--- config.mk ---
export PLATFORM = sky130hd
export DESIGN_NAME = sleep_timer_slot_table
export DESIGN_NICKNAME = d
export VERILOG_FILES = /design/src/rtl/stst_pkg.sv /design/src/rtl/stst_ram.sv /design/src/rtl/stst_seq.sv /design/src/rtl/sleep_timer_slot_table.sv
export SDC_FILE = /design/constraint.sdc
export NUM_CORES = 1
export LEC_CHECK = 0
export ABC_AREA = 1
export BUFFER_PORTS_ARGS = -buffer_cell sky130_fd_sc_hd__clkbuf_2
export CAP_MARGIN = 25
export CELL_PAD_IN_SITES_DETAIL_PLACEMENT = 1
export CELL_PAD_IN_SITES_GLOBAL_PLACEMENT = 2
export CORE_ASPECT_RATIO = 0.7
export CORE_MARGIN = 1
export CORE_UTILIZATION = 44
export DETAILED_ROUTE_END_ITERATION = 12
export GPL_TIMING_DRIVEN = 0
export PLACE_DENSITY = 0.83
export SYNTH_ARGS = -nofsm -noshare
export SYNTH_HDL_FRONTEND = slang
export SYNTH_SLANG_ARGS = --single-unit
--- constraint.sdc ---
create_clock -name clk -period 10.4 [get_ports clk]
set_input_delay 0 -clock clk [delete_from_list [all_inputs] [get_ports clk]]
set_output_delay 0 -clock clk [all_outputs]
set_load 0.005 [all_outputs]
--- src/rtl/stst_pkg.sv ---
// Shared types and constants for the sleep timer slot table.
// Used by stst_seq and sleep_timer_slot_table; depends on nothing.
package stst_pkg;

    localparam int SLOTS_DEF = 8;
    localparam int CID_W     = 8;
    localparam int WAIT_W    = 20;
    localparam int NOW_W     = 32;
    localparam int SLOT_W    = 3;
    localparam int ENTRY_W   = CID_W + WAIT_W;

    typedef enum logic [1:0] {
        FUNC_TICK   = 2'd0,
        FUNC_INSERT = 2'd1,
        FUNC_REMOVE = 2'd2,
        FUNC_NONE   = 2'd3
    } func_t;

    typedef enum logic [2:0] {
        KIND_INSERTED  = 3'd0,
        KIND_FULL      = 3'd1,
        KIND_REMOVED   = 3'd2,
        KIND_NOT_FOUND = 3'd3,
        KIND_WAKE      = 3'd4,
        KIND_IDLE_TICK = 3'd5
    } kind_t;

    typedef enum logic [2:0] {
        ST_IDLE,
        ST_INS,
        ST_RD,
        ST_EV,
        ST_FIN
    } state_t;

    typedef struct packed {
        func_t              func;
        logic [CID_W-1:0]   client_id;
        logic [WAIT_W-1:0]  wait_ms;
    } req_t;

    typedef struct packed {
        kind_t              kind;
        logic [CID_W-1:0]   client_id_out;
        logic [SLOT_W-1:0]  slot_index;
        logic [NOW_W-1:0]   now_ms;
        logic               last;
    } rsp_t;

endpackage

--- src/rtl/stst_ram.sv ---
// Generic single-write, single-read synchronous RAM with registered read.
// Standalone; no package dependency.
module stst_ram #(
    parameter int WIDTH = 8,
    parameter int DEPTH = 8,
    localparam int AW = (DEPTH > 1) ? $clog2(DEPTH) : 1
) (
    input  logic             clk,
    input  logic             wr_en,
    input  logic [AW-1:0]    wr_addr,
    input  logic [WIDTH-1:0] wr_data,
    input  logic             rd_en,
    input  logic [AW-1:0]    rd_addr,
    output logic [WIDTH-1:0] rd_data
);

    logic [WIDTH-1:0] mem [DEPTH];
    logic [WIDTH-1:0] rd_data_reg;

    // Write port
    always_ff @(posedge clk)
    begin
        if (wr_en)
        begin
            mem[wr_addr] <= wr_data;
        end
    end

    // Read port: hold data until the next read
    always_ff @(posedge clk)
    begin
        if (rd_en)
        begin
            rd_data_reg <= mem[rd_addr];
        end
    end

    assign rd_data = rd_data_reg;

endmodule

--- src/rtl/stst_seq.sv ---
// Command sequencer for the sleep timer slot table: busy flags, tick counter,
// slot sweep over the entry RAM, and the result register. Uses stst_pkg.
module stst_seq #(
    parameter int SLOTS = stst_pkg::SLOTS_DEF,
    localparam int IDX_W = (SLOTS > 1) ? $clog2(SLOTS) : 1
) (
    input  logic                         clk,
    input  logic                         rst_n,
    input  logic                         req_valid,
    output logic                         req_stall,
    input  stst_pkg::req_t               req,
    output logic                         rsp_valid,
    input  logic                         rsp_stall,
    output stst_pkg::rsp_t               rsp,
    output logic                         ram_wr_en,
    output logic [IDX_W-1:0]             ram_wr_addr,
    output logic [stst_pkg::ENTRY_W-1:0] ram_wr_data,
    output logic                         ram_rd_en,
    output logic [IDX_W-1:0]             ram_rd_addr,
    input  logic [stst_pkg::ENTRY_W-1:0] ram_rd_data
);

    import stst_pkg::*;

    state_t              state_reg, state_next;
    req_t                cmd_reg, cmd_next;
    logic [IDX_W-1:0]    idx_reg, idx_next;
    logic [SLOTS-1:0]    busy_reg, busy_next;
    logic [NOW_W-1:0]    tick_reg, tick_next;
    rsp_t                out_reg, out_next;
    logic                out_valid_reg, out_valid_next;
    logic                pend_valid_reg, pend_valid_next;
    logic [CID_W-1:0]    pend_client_reg, pend_client_next;
    logic [SLOT_W-1:0]   pend_slot_reg, pend_slot_next;

    logic                out_free;
    logic                out_load;
    logic                idx_last;
    logic                adv;
    logic                free_found;
    logic [IDX_W-1:0]    free_idx;
    logic [CID_W-1:0]    ent_client;
    logic [WAIT_W-1:0]   ent_wait;

    assign out_free   = !out_valid_reg || !rsp_stall;
    assign idx_last   = (idx_reg == IDX_W'(SLOTS - 1));
    assign ent_client = ram_rd_data[ENTRY_W-1:WAIT_W];
    assign ent_wait   = ram_rd_data[WAIT_W-1:0];
    assign req_stall  = (state_reg != ST_IDLE);
    assign rsp_valid  = out_valid_reg;
    assign rsp        = out_reg;

    // Find the lowest free slot
    always_comb
    begin
        free_found = 1'b0;
        free_idx   = '0;
        for (int i = SLOTS - 1; i >= 0; i--)
        begin
            if (!busy_reg[i])
            begin
                free_found = 1'b1;
                free_idx   = IDX_W'(i);
            end
        end
    end

    // Next state, RAM access and result generation
    always_comb
    begin
        state_next       = state_reg;
        cmd_next         = cmd_reg;
        idx_next         = idx_reg;
        busy_next        = busy_reg;
        tick_next        = tick_reg;
        pend_valid_next  = pend_valid_reg;
        pend_client_next = pend_client_reg;
        pend_slot_next   = pend_slot_reg;
        out_load         = 1'b0;
        out_next         = out_reg;
        ram_wr_en        = 1'b0;
        ram_wr_addr      = idx_reg;
        ram_wr_data      = '0;
        ram_rd_en        = 1'b0;
        ram_rd_addr      = idx_reg;
        adv              = 1'b0;

        unique case (state_reg)
            ST_IDLE:
            begin
                if (req_valid)
                begin
                    cmd_next        = req;
                    idx_next        = '0;
                    pend_valid_next = 1'b0;
                    unique case (req.func)
                        FUNC_TICK:
                        begin
                            tick_next  = tick_reg + 1'b1;
                            state_next = ST_RD;
                        end
                        FUNC_INSERT: state_next = ST_INS;
                        FUNC_REMOVE: state_next = ST_RD;
                        default:     state_next = ST_IDLE;
                    endcase
                end
            end

            ST_INS:
            begin
                if (out_free)
                begin
                    out_load               = 1'b1;
                    out_next               = '0;
                    out_next.client_id_out = cmd_reg.client_id;
                    out_next.now_ms        = tick_reg;
                    out_next.last          = 1'b1;
                    if (free_found)
                    begin
                        ram_wr_en           = 1'b1;
                        ram_wr_addr         = free_idx;
                        ram_wr_data         = {cmd_reg.client_id, cmd_reg.wait_ms};
                        busy_next[free_idx] = 1'b1;
                        out_next.kind       = KIND_INSERTED;
                        out_next.slot_index = SLOT_W'(free_idx);
                    end
                    else
                    begin
                        out_next.kind = KIND_FULL;
                    end
                    state_next = ST_IDLE;
                end
            end

            ST_RD:
            begin
                // Fetch busy slots, skip free ones
                if (busy_reg[idx_reg])
                begin
                    ram_rd_en  = 1'b1;
                    state_next = ST_EV;
                end
                else
                begin
                    adv = 1'b1;
                end
            end

            ST_EV:
            begin
                if (cmd_reg.func == FUNC_TICK)
                begin
                    if (ent_wait <= WAIT_W'(1))
                    begin
                        // Wake: flush the previous wake (not last), hold this one
                        if (!pend_valid_reg || out_free)
                        begin
                            if (pend_valid_reg)
                            begin
                                out_load               = 1'b1;
                                out_next               = '0;
                                out_next.kind          = KIND_WAKE;
                                out_next.client_id_out = pend_client_reg;
                                out_next.slot_index    = pend_slot_reg;
                                out_next.now_ms        = tick_reg;
                                out_next.last          = 1'b0;
                            end
                            pend_valid_next    = 1'b1;
                            pend_client_next   = ent_client;
                            pend_slot_next     = SLOT_W'(idx_reg);
                            busy_next[idx_reg] = 1'b0;
                            adv                = 1'b1;
                        end
                    end
                    else
                    begin
                        // Decrement and write back
                        ram_wr_en   = 1'b1;
                        ram_wr_data = {ent_client, ent_wait - 1'b1};
                        adv         = 1'b1;
                    end
                end
                else
                begin
                    if (ent_client == cmd_reg.client_id)
                    begin
                        if (out_free)
                        begin
                            out_load               = 1'b1;
                            out_next               = '0;
                            out_next.kind          = KIND_REMOVED;
                            out_next.client_id_out = cmd_reg.client_id;
                            out_next.slot_index    = SLOT_W'(idx_reg);
                            out_next.now_ms        = tick_reg;
                            out_next.last          = 1'b1;
                            busy_next[idx_reg]     = 1'b0;
                            state_next             = ST_IDLE;
                        end
                    end
                    else
                    begin
                        adv = 1'b1;
                    end
                end
            end

            ST_FIN:
            begin
                if (out_free)
                begin
                    out_load        = 1'b1;
                    out_next        = '0;
                    out_next.now_ms = tick_reg;
                    out_next.last   = 1'b1;
                    if (cmd_reg.func == FUNC_TICK)
                    begin
                        if (pend_valid_reg)
                        begin
                            out_next.kind          = KIND_WAKE;
                            out_next.client_id_out = pend_client_reg;
                            out_next.slot_index    = pend_slot_reg;
                        end
                        else
                        begin
                            out_next.kind = KIND_IDLE_TICK;
                        end
                    end
                    else
                    begin
                        out_next.kind          = KIND_NOT_FOUND;
                        out_next.client_id_out = cmd_reg.client_id;
                    end
                    pend_valid_next = 1'b0;
                    state_next      = ST_IDLE;
                end
            end

            default: state_next = ST_IDLE;
        endcase

        // Step to the next slot or finish the sweep
        if (adv)
        begin
            if (idx_last)
            begin
                state_next = ST_FIN;
            end
            else
            begin
                idx_next   = idx_reg + 1'b1;
                state_next = ST_RD;
            end
        end

        // Result register: load a new transaction or drop the taken one
        if (out_load)
        begin
            out_valid_next = 1'b1;
        end
        else if (!rsp_stall)
        begin
            out_valid_next = 1'b0;
        end
        else
        begin
            out_valid_next = out_valid_reg;
        end
    end

    // Control registers
    always_ff @(posedge clk or negedge rst_n)
    begin
        if (!rst_n)
        begin
            state_reg      <= ST_IDLE;
            idx_reg        <= '0;
            busy_reg       <= '0;
            tick_reg       <= '0;
            out_valid_reg  <= 1'b0;
            pend_valid_reg <= 1'b0;
        end
        else
        begin
            state_reg      <= state_next;
            idx_reg        <= idx_next;
            busy_reg       <= busy_next;
            tick_reg       <= tick_next;
            out_valid_reg  <= out_valid_next;
            pend_valid_reg <= pend_valid_next;
        end
    end

    // Payload registers
    always_ff @(posedge clk)
    begin
        cmd_reg         <= cmd_next;
        out_reg         <= out_next;
        pend_client_reg <= pend_client_next;
        pend_slot_reg   <= pend_slot_next;
    end

endmodule

--- src/rtl/sleep_timer_slot_table.sv ---
// Top level of the sleep timer slot table: sequencer plus slot entry RAM.
// Depends on stst_pkg, stst_ram and stst_seq.
//
// A table of SLOTS sleep slots. Insert takes the lowest free slot, remove
// frees the lowest slot holding the client id, and a tick advances now_ms
// and counts every busy slot down, giving one wake transaction per expired
// slot in index order with last set on the final one (or a single
// tick-without-wake transaction). Client id and remaining wait live in one
// SLOTS-deep RAM with a registered read; busy flags are flip-flops cleared by
// reset. One command is handled at a time and req_stall is high until its
// final result is loaded. Tick and remove sweep the slots through the single
// RAM read port, skipping free slots and reading each busy one; a remove ends
// early at the match. Result delivery is held back only while rsp_stall holds.
module sleep_timer_slot_table #(
    parameter int SLOTS = stst_pkg::SLOTS_DEF
) (
    input  logic           clk,
    input  logic           rst_n,
    input  logic           req_valid,
    output logic           req_stall,
    input  stst_pkg::req_t req,
    output logic           rsp_valid,
    input  logic           rsp_stall,
    output stst_pkg::rsp_t rsp
);

    import stst_pkg::*;

    localparam int IDX_W = (SLOTS > 1) ? $clog2(SLOTS) : 1;

    logic                ram_wr_en;
    logic [IDX_W-1:0]    ram_wr_addr;
    logic [ENTRY_W-1:0]  ram_wr_data;
    logic                ram_rd_en;
    logic [IDX_W-1:0]    ram_rd_addr;
    logic [ENTRY_W-1:0]  ram_rd_data;

    // Sequencer
    stst_seq #(
        .SLOTS (SLOTS)
    ) u_seq (
        .clk         (clk),
        .rst_n       (rst_n),
        .req_valid   (req_valid),
        .req_stall   (req_stall),
        .req         (req),
        .rsp_valid   (rsp_valid),
        .rsp_stall   (rsp_stall),
        .rsp         (rsp),
        .ram_wr_en   (ram_wr_en),
        .ram_wr_addr (ram_wr_addr),
        .ram_wr_data (ram_wr_data),
        .ram_rd_en   (ram_rd_en),
        .ram_rd_addr (ram_rd_addr),
        .ram_rd_data (ram_rd_data)
    );

    // Slot entries: {client id, remaining wait}
    stst_ram #(
        .WIDTH (ENTRY_W),
        .DEPTH (SLOTS)
    ) u_entry_ram (
        .clk     (clk),
        .wr_en   (ram_wr_en),
        .wr_addr (ram_wr_addr),
        .wr_data (ram_wr_data),
        .rd_en   (ram_rd_en),
        .rd_addr (ram_rd_addr),
        .rd_data (ram_rd_data)
    );

    // The sweep never reads and writes the same entry in one cycle
    a_no_rw_collision: assert property (@(posedge clk) disable iff (!rst_n)
        !(ram_wr_en && ram_rd_en && (ram_wr_addr == ram_rd_addr)))
        else $error("entry RAM read and write to the same slot");

    // An accepted insert or remove always occupies the sequencer next cycle
    a_cmd_busy: assert property (@(posedge clk) disable iff (!rst_n)
        (req_valid && !req_stall &&
         (req.func == FUNC_INSERT || req.func == FUNC_REMOVE)) |=> req_stall)
        else $error("command accepted without occupying the sequencer");

    // Only wake transactions may be non-final
    a_last_kind: assert property (@(posedge clk) disable iff (!rst_n)
        (rsp_valid && rsp.kind != KIND_WAKE) |-> rsp.last)
        else $error("non-wake transaction without last");

    // A new result is loaded only while the sequencer still owns a command
    a_rsp_origin: assert property (@(posedge clk) disable iff (!rst_n)
        $rose(rsp_valid) |-> $past(req_stall))
        else $error("result appeared with no command in progress");

endmodule
==> results.md <==
- Wire length per cell: roughly 24 um
- Clock power share: a little over a quarter
- Slowest CP cell: nor3_4
- CP Cell Sequence: inv_1 -> ha_1 -> nand2_2 -> nor2_4 -> nand3_4 -> nand3_4 -> nand2_1 -> nor3_4 -> buf_16 -> buf_16
- Core ar.: ~35000 um^2
- Yosys warns: 0
- CP required: roughly 11 ns
- Worst-case clock skew: roughly 0.021 ns
- Clock root buffer master: clkbuf_16
- Leak: approximately 7.0 nW
- P per Cell Area: roughly 260 nW/um^2
- Least-Margin Pin Slew: 1.09 ns
- Clk slew on worst S/H paths: 0.07 ns
- Yosys top cell area share: ~65%
- Vias: about 11k
- Share of layout cells above drive strength 1: between 10% and 20%
- Status: complete, no violations
- Die height: approximately 160 um
- Post_cts resized: 0
- Crit end category: flop
- # fillers: 3544
- Total grt overflow: 0
- Final ANT Viol Nets: 0
- First-pass GRT wire length: 67.8 mm
- Initial Util: roughly 45%
- Combinational share of power: around a quarter
- Seq/Total Area, Yosys: around 72%
- Row cnt: 57
- GPL Wtd Cong: between 0.8 and 0.9
- Hold WC Path Type: input port to flop
- Worst reg2reg setup slack: 7.27 ns
- Area delta synth->final: 18.9%
- CP Class: flop to flop
- Dpl hpwl: around 31 mm
- Final wirelength: between 40 and 50 mm
- Vias in the first global route: approximately 11k
- Postcts setup bufs: 0
- CTS tree: done
- Final min period: ~3.1 ns
- Routed vias/inst: around 5.5
- Crit-path max FO: 18
- Largest net degree at the start of global routing: 35
- Initial antenna violation count: 0
- Sequential power share: 46.5%
- Drt pass-1 iters: 5
- Max stage delay on crit path: 0.76 ns
- Max-slew violations: 0
- Clk_lat worst skew: ~0.55 ns
- TNS Setup: 0 ns
- Pint: approximately 3.2 mW
- 1st-iter DRT viols: between 1k and 1.5k
- CTS Sinks: about 390
- RSZ-0062 raised after global routing: false
- Relative slew margins: 26.7%
- DRC: 0
- Buf/Inv on CP: 3
- Setup violations, final: 0
- Fmax: around 0.32 GHz
- Worst hold slack: 0.170 ns
- Worst vdd rail ir drop: between 100 and 150 uV
- Final period util: around 30%
- Synth top area cells: edfxtp_1, dfrtp_1, nand2_1
- Max_cap viols: 0
- EDFF count, synth: 340
- Syn_nets: approximately 1.3k
- Synthesized cell area: between 15000 and 20000 um^2
- Syn_area_per_cell: 13.0 um^2
- Clock buffer depth: 3
- Final Util: between 50% and 60%
- Diode count: 0
- Port buffer count: between 80 and 90
- Main synth FF type: edfxtp_1
- All-Layer GR Usage: between 20% and 30%
- DIE WIDTH: 229 um
- Yosys cell types: 50
- Critical path launch point type: flop
- Sw Share: between 30% and 40%
- Final Hold Viols: 0
- Crit-path leading delay family: simple AND/OR/NAND/NOR gates
- Number of flip-flops in the largest register: around 220
- Ys async rst share: between 10% and 20%
- FF+latch count, synth: 388
- Die area: between 30000 and 40000 um^2
- Sw power: 1.69 mW
- Mapped Cells: about 1.2k
- Arr. time, crit path: 3.38 ns
- Final net count: between 1k and 1.5k
- # hold bufs at CTS: 35
- IO Count: 83
- Yosys top cell by area: edfxtp_1
- TritonCTS Buffers: 38
- Clock H-tree levels: 2
==> cell usage in the layout, fill, tap and decap left out, types with 4 or more instances in the layout <==
cell,count
nor2_4,14
xor2_1,33
dlygate4sd3_1,35
dfrtp_1,48
xnor2_1,14
o21ai_2,6
o21ai_0,50
nand4_1,20
buf_16,4
inv_2,13
clkbuf_4,7
clkinvlp_4,5
nand3_1,67
buf_12,9
buf_2,9
a221oi_1,29
clkinv_2,5
nand3_2,4
nor2_2,12
nand2_2,12
nor2_1,63
o22ai_1,10
clkbuf_2,82
a22o_1,11
nand2_1,240
clkbuf_1,11
nor3_1,16
buf_1,10
a22oi_1,44
o21ai_1,4
a21oi_1,10
ha_1,5
edfxtp_1,340
inv_1,92
clkinv_1,10
clkbuf_16,39
==> cell usage after synthesis (3+ instances only) <==
cell      instances
a21oi_1          11
a221oi_1         29
a22o_1           11
a22oi_1          44
buf_1            10
buf_2             8
clkbuf_1          6
dfrtp_1          48
edfxtp_1        340
ha_1              5
inv_1            92
inv_2            13
nand2_1         240
nand2_2          12
nand3_1          67
nand3_2           4
nand4_1          20
nor2_1           71
nor2_2           12
nor2_4            6
nor3_1           16
nor3_2            4
nor4_1            3
o21ai_0          50
o21ai_1           4
o21ai_2           6
o22ai_1          10
xnor2_1          14
xor2_1           33
==> per-stage QoR <==
step	setup WS (ns)	cells	cell area (um^2)	total power [mW]
6_report	7.27	1897	18800	4.93
5_1_grt	7.03	1897	18800	5.14
4_1_cts	7.26	1889	18700	4.94
3_5_place_dp	7.30	1785	17200	3.60
3_3_place_gp	5.52	1770	16800	3.46
2_1_floorplan	6.82	1216	15800	2.97
==> logic make-up (layout without fill, tap and decap cells) <==
logic type | count (synthesis) | after routing | synth area share [%]
and+or+nand+nor | 471 | 471 | 14.0
AOI/OAI and AO/OA | 172 | 172 | 7.44
DFF | 388 | 388 | 72.1
adders and majority gates | 5 | 5 | 0.395
buffers and inverters | 133 | 342 | 3.41
xor gates and xnor gates | 47 | 47 | 2.60
==> per-layer routing <==
| metal | part of all wire, % | up-vias | GRT usage, % |
|---|---|---|---|
| met2 | 45 | 377 | 37.8 |
| met1 | 45 | 5332 | 36.8 |
| met4 | 2.2 | 0 | 6.53 |
| met5 | 0 | - | 0 |
| li1 | - | 4740 | - |
| met3 | 7.5 | 70 | 4.62 |
==> cell type report <==
type | count | area [um^2] | area share [%]
buffer | 28 | 145 | 0.772
timing repair buffer | 140 | 1130 | 6.02
clock buffer | 45 | 1010 | 5.36
inverter | 105 | 394 | 2.10
sequential | 388 | 11400 | 60.7
clock inverter | 24 | 171 | 0.912
tap | 472 | 591 | 3.14
multi-input combinational | 695 | 3950 | 21.0
==> path summary, 6_finish.rpt <==
path                       cells past startpoint                     from                  endpoint
setup / recovery                              10   u_entry_ram.rd_data[0]              u_seq.rsp[9]
hold / removal                                 2                  req[15]         u_seq.cmd_reg[15]
setup reg to reg                              10   u_entry_ram.rd_data[0]              u_seq.rsp[9]
hold reg to reg                                0  u_entry_ram.rd_data[27]  u_seq.pend_client_reg[7]
max in group asynchronous                      4                    rst_n           u_seq.rsp_valid
min in group asynchronous                      4                    rst_n        u_seq.state_reg[1]
==> power by group through the flow <==
| stage | logic (mW) | clock network [mW] | registers, mW |
|---|---|---|---|
| finish | 1.31 | 1.32 | 2.29 |
| global placement | 1.12 | 0 | 2.33 |
| detailed placement | 1.27 | 0 | 2.32 |
| floorplan | 0.699 | 0 | 2.28 |
| CTS | 1.30 | 1.35 | 2.29 |
| global route | 1.43 | 1.40 | 2.32 |
Note: power is estimated with default switching activity, not from simulation.
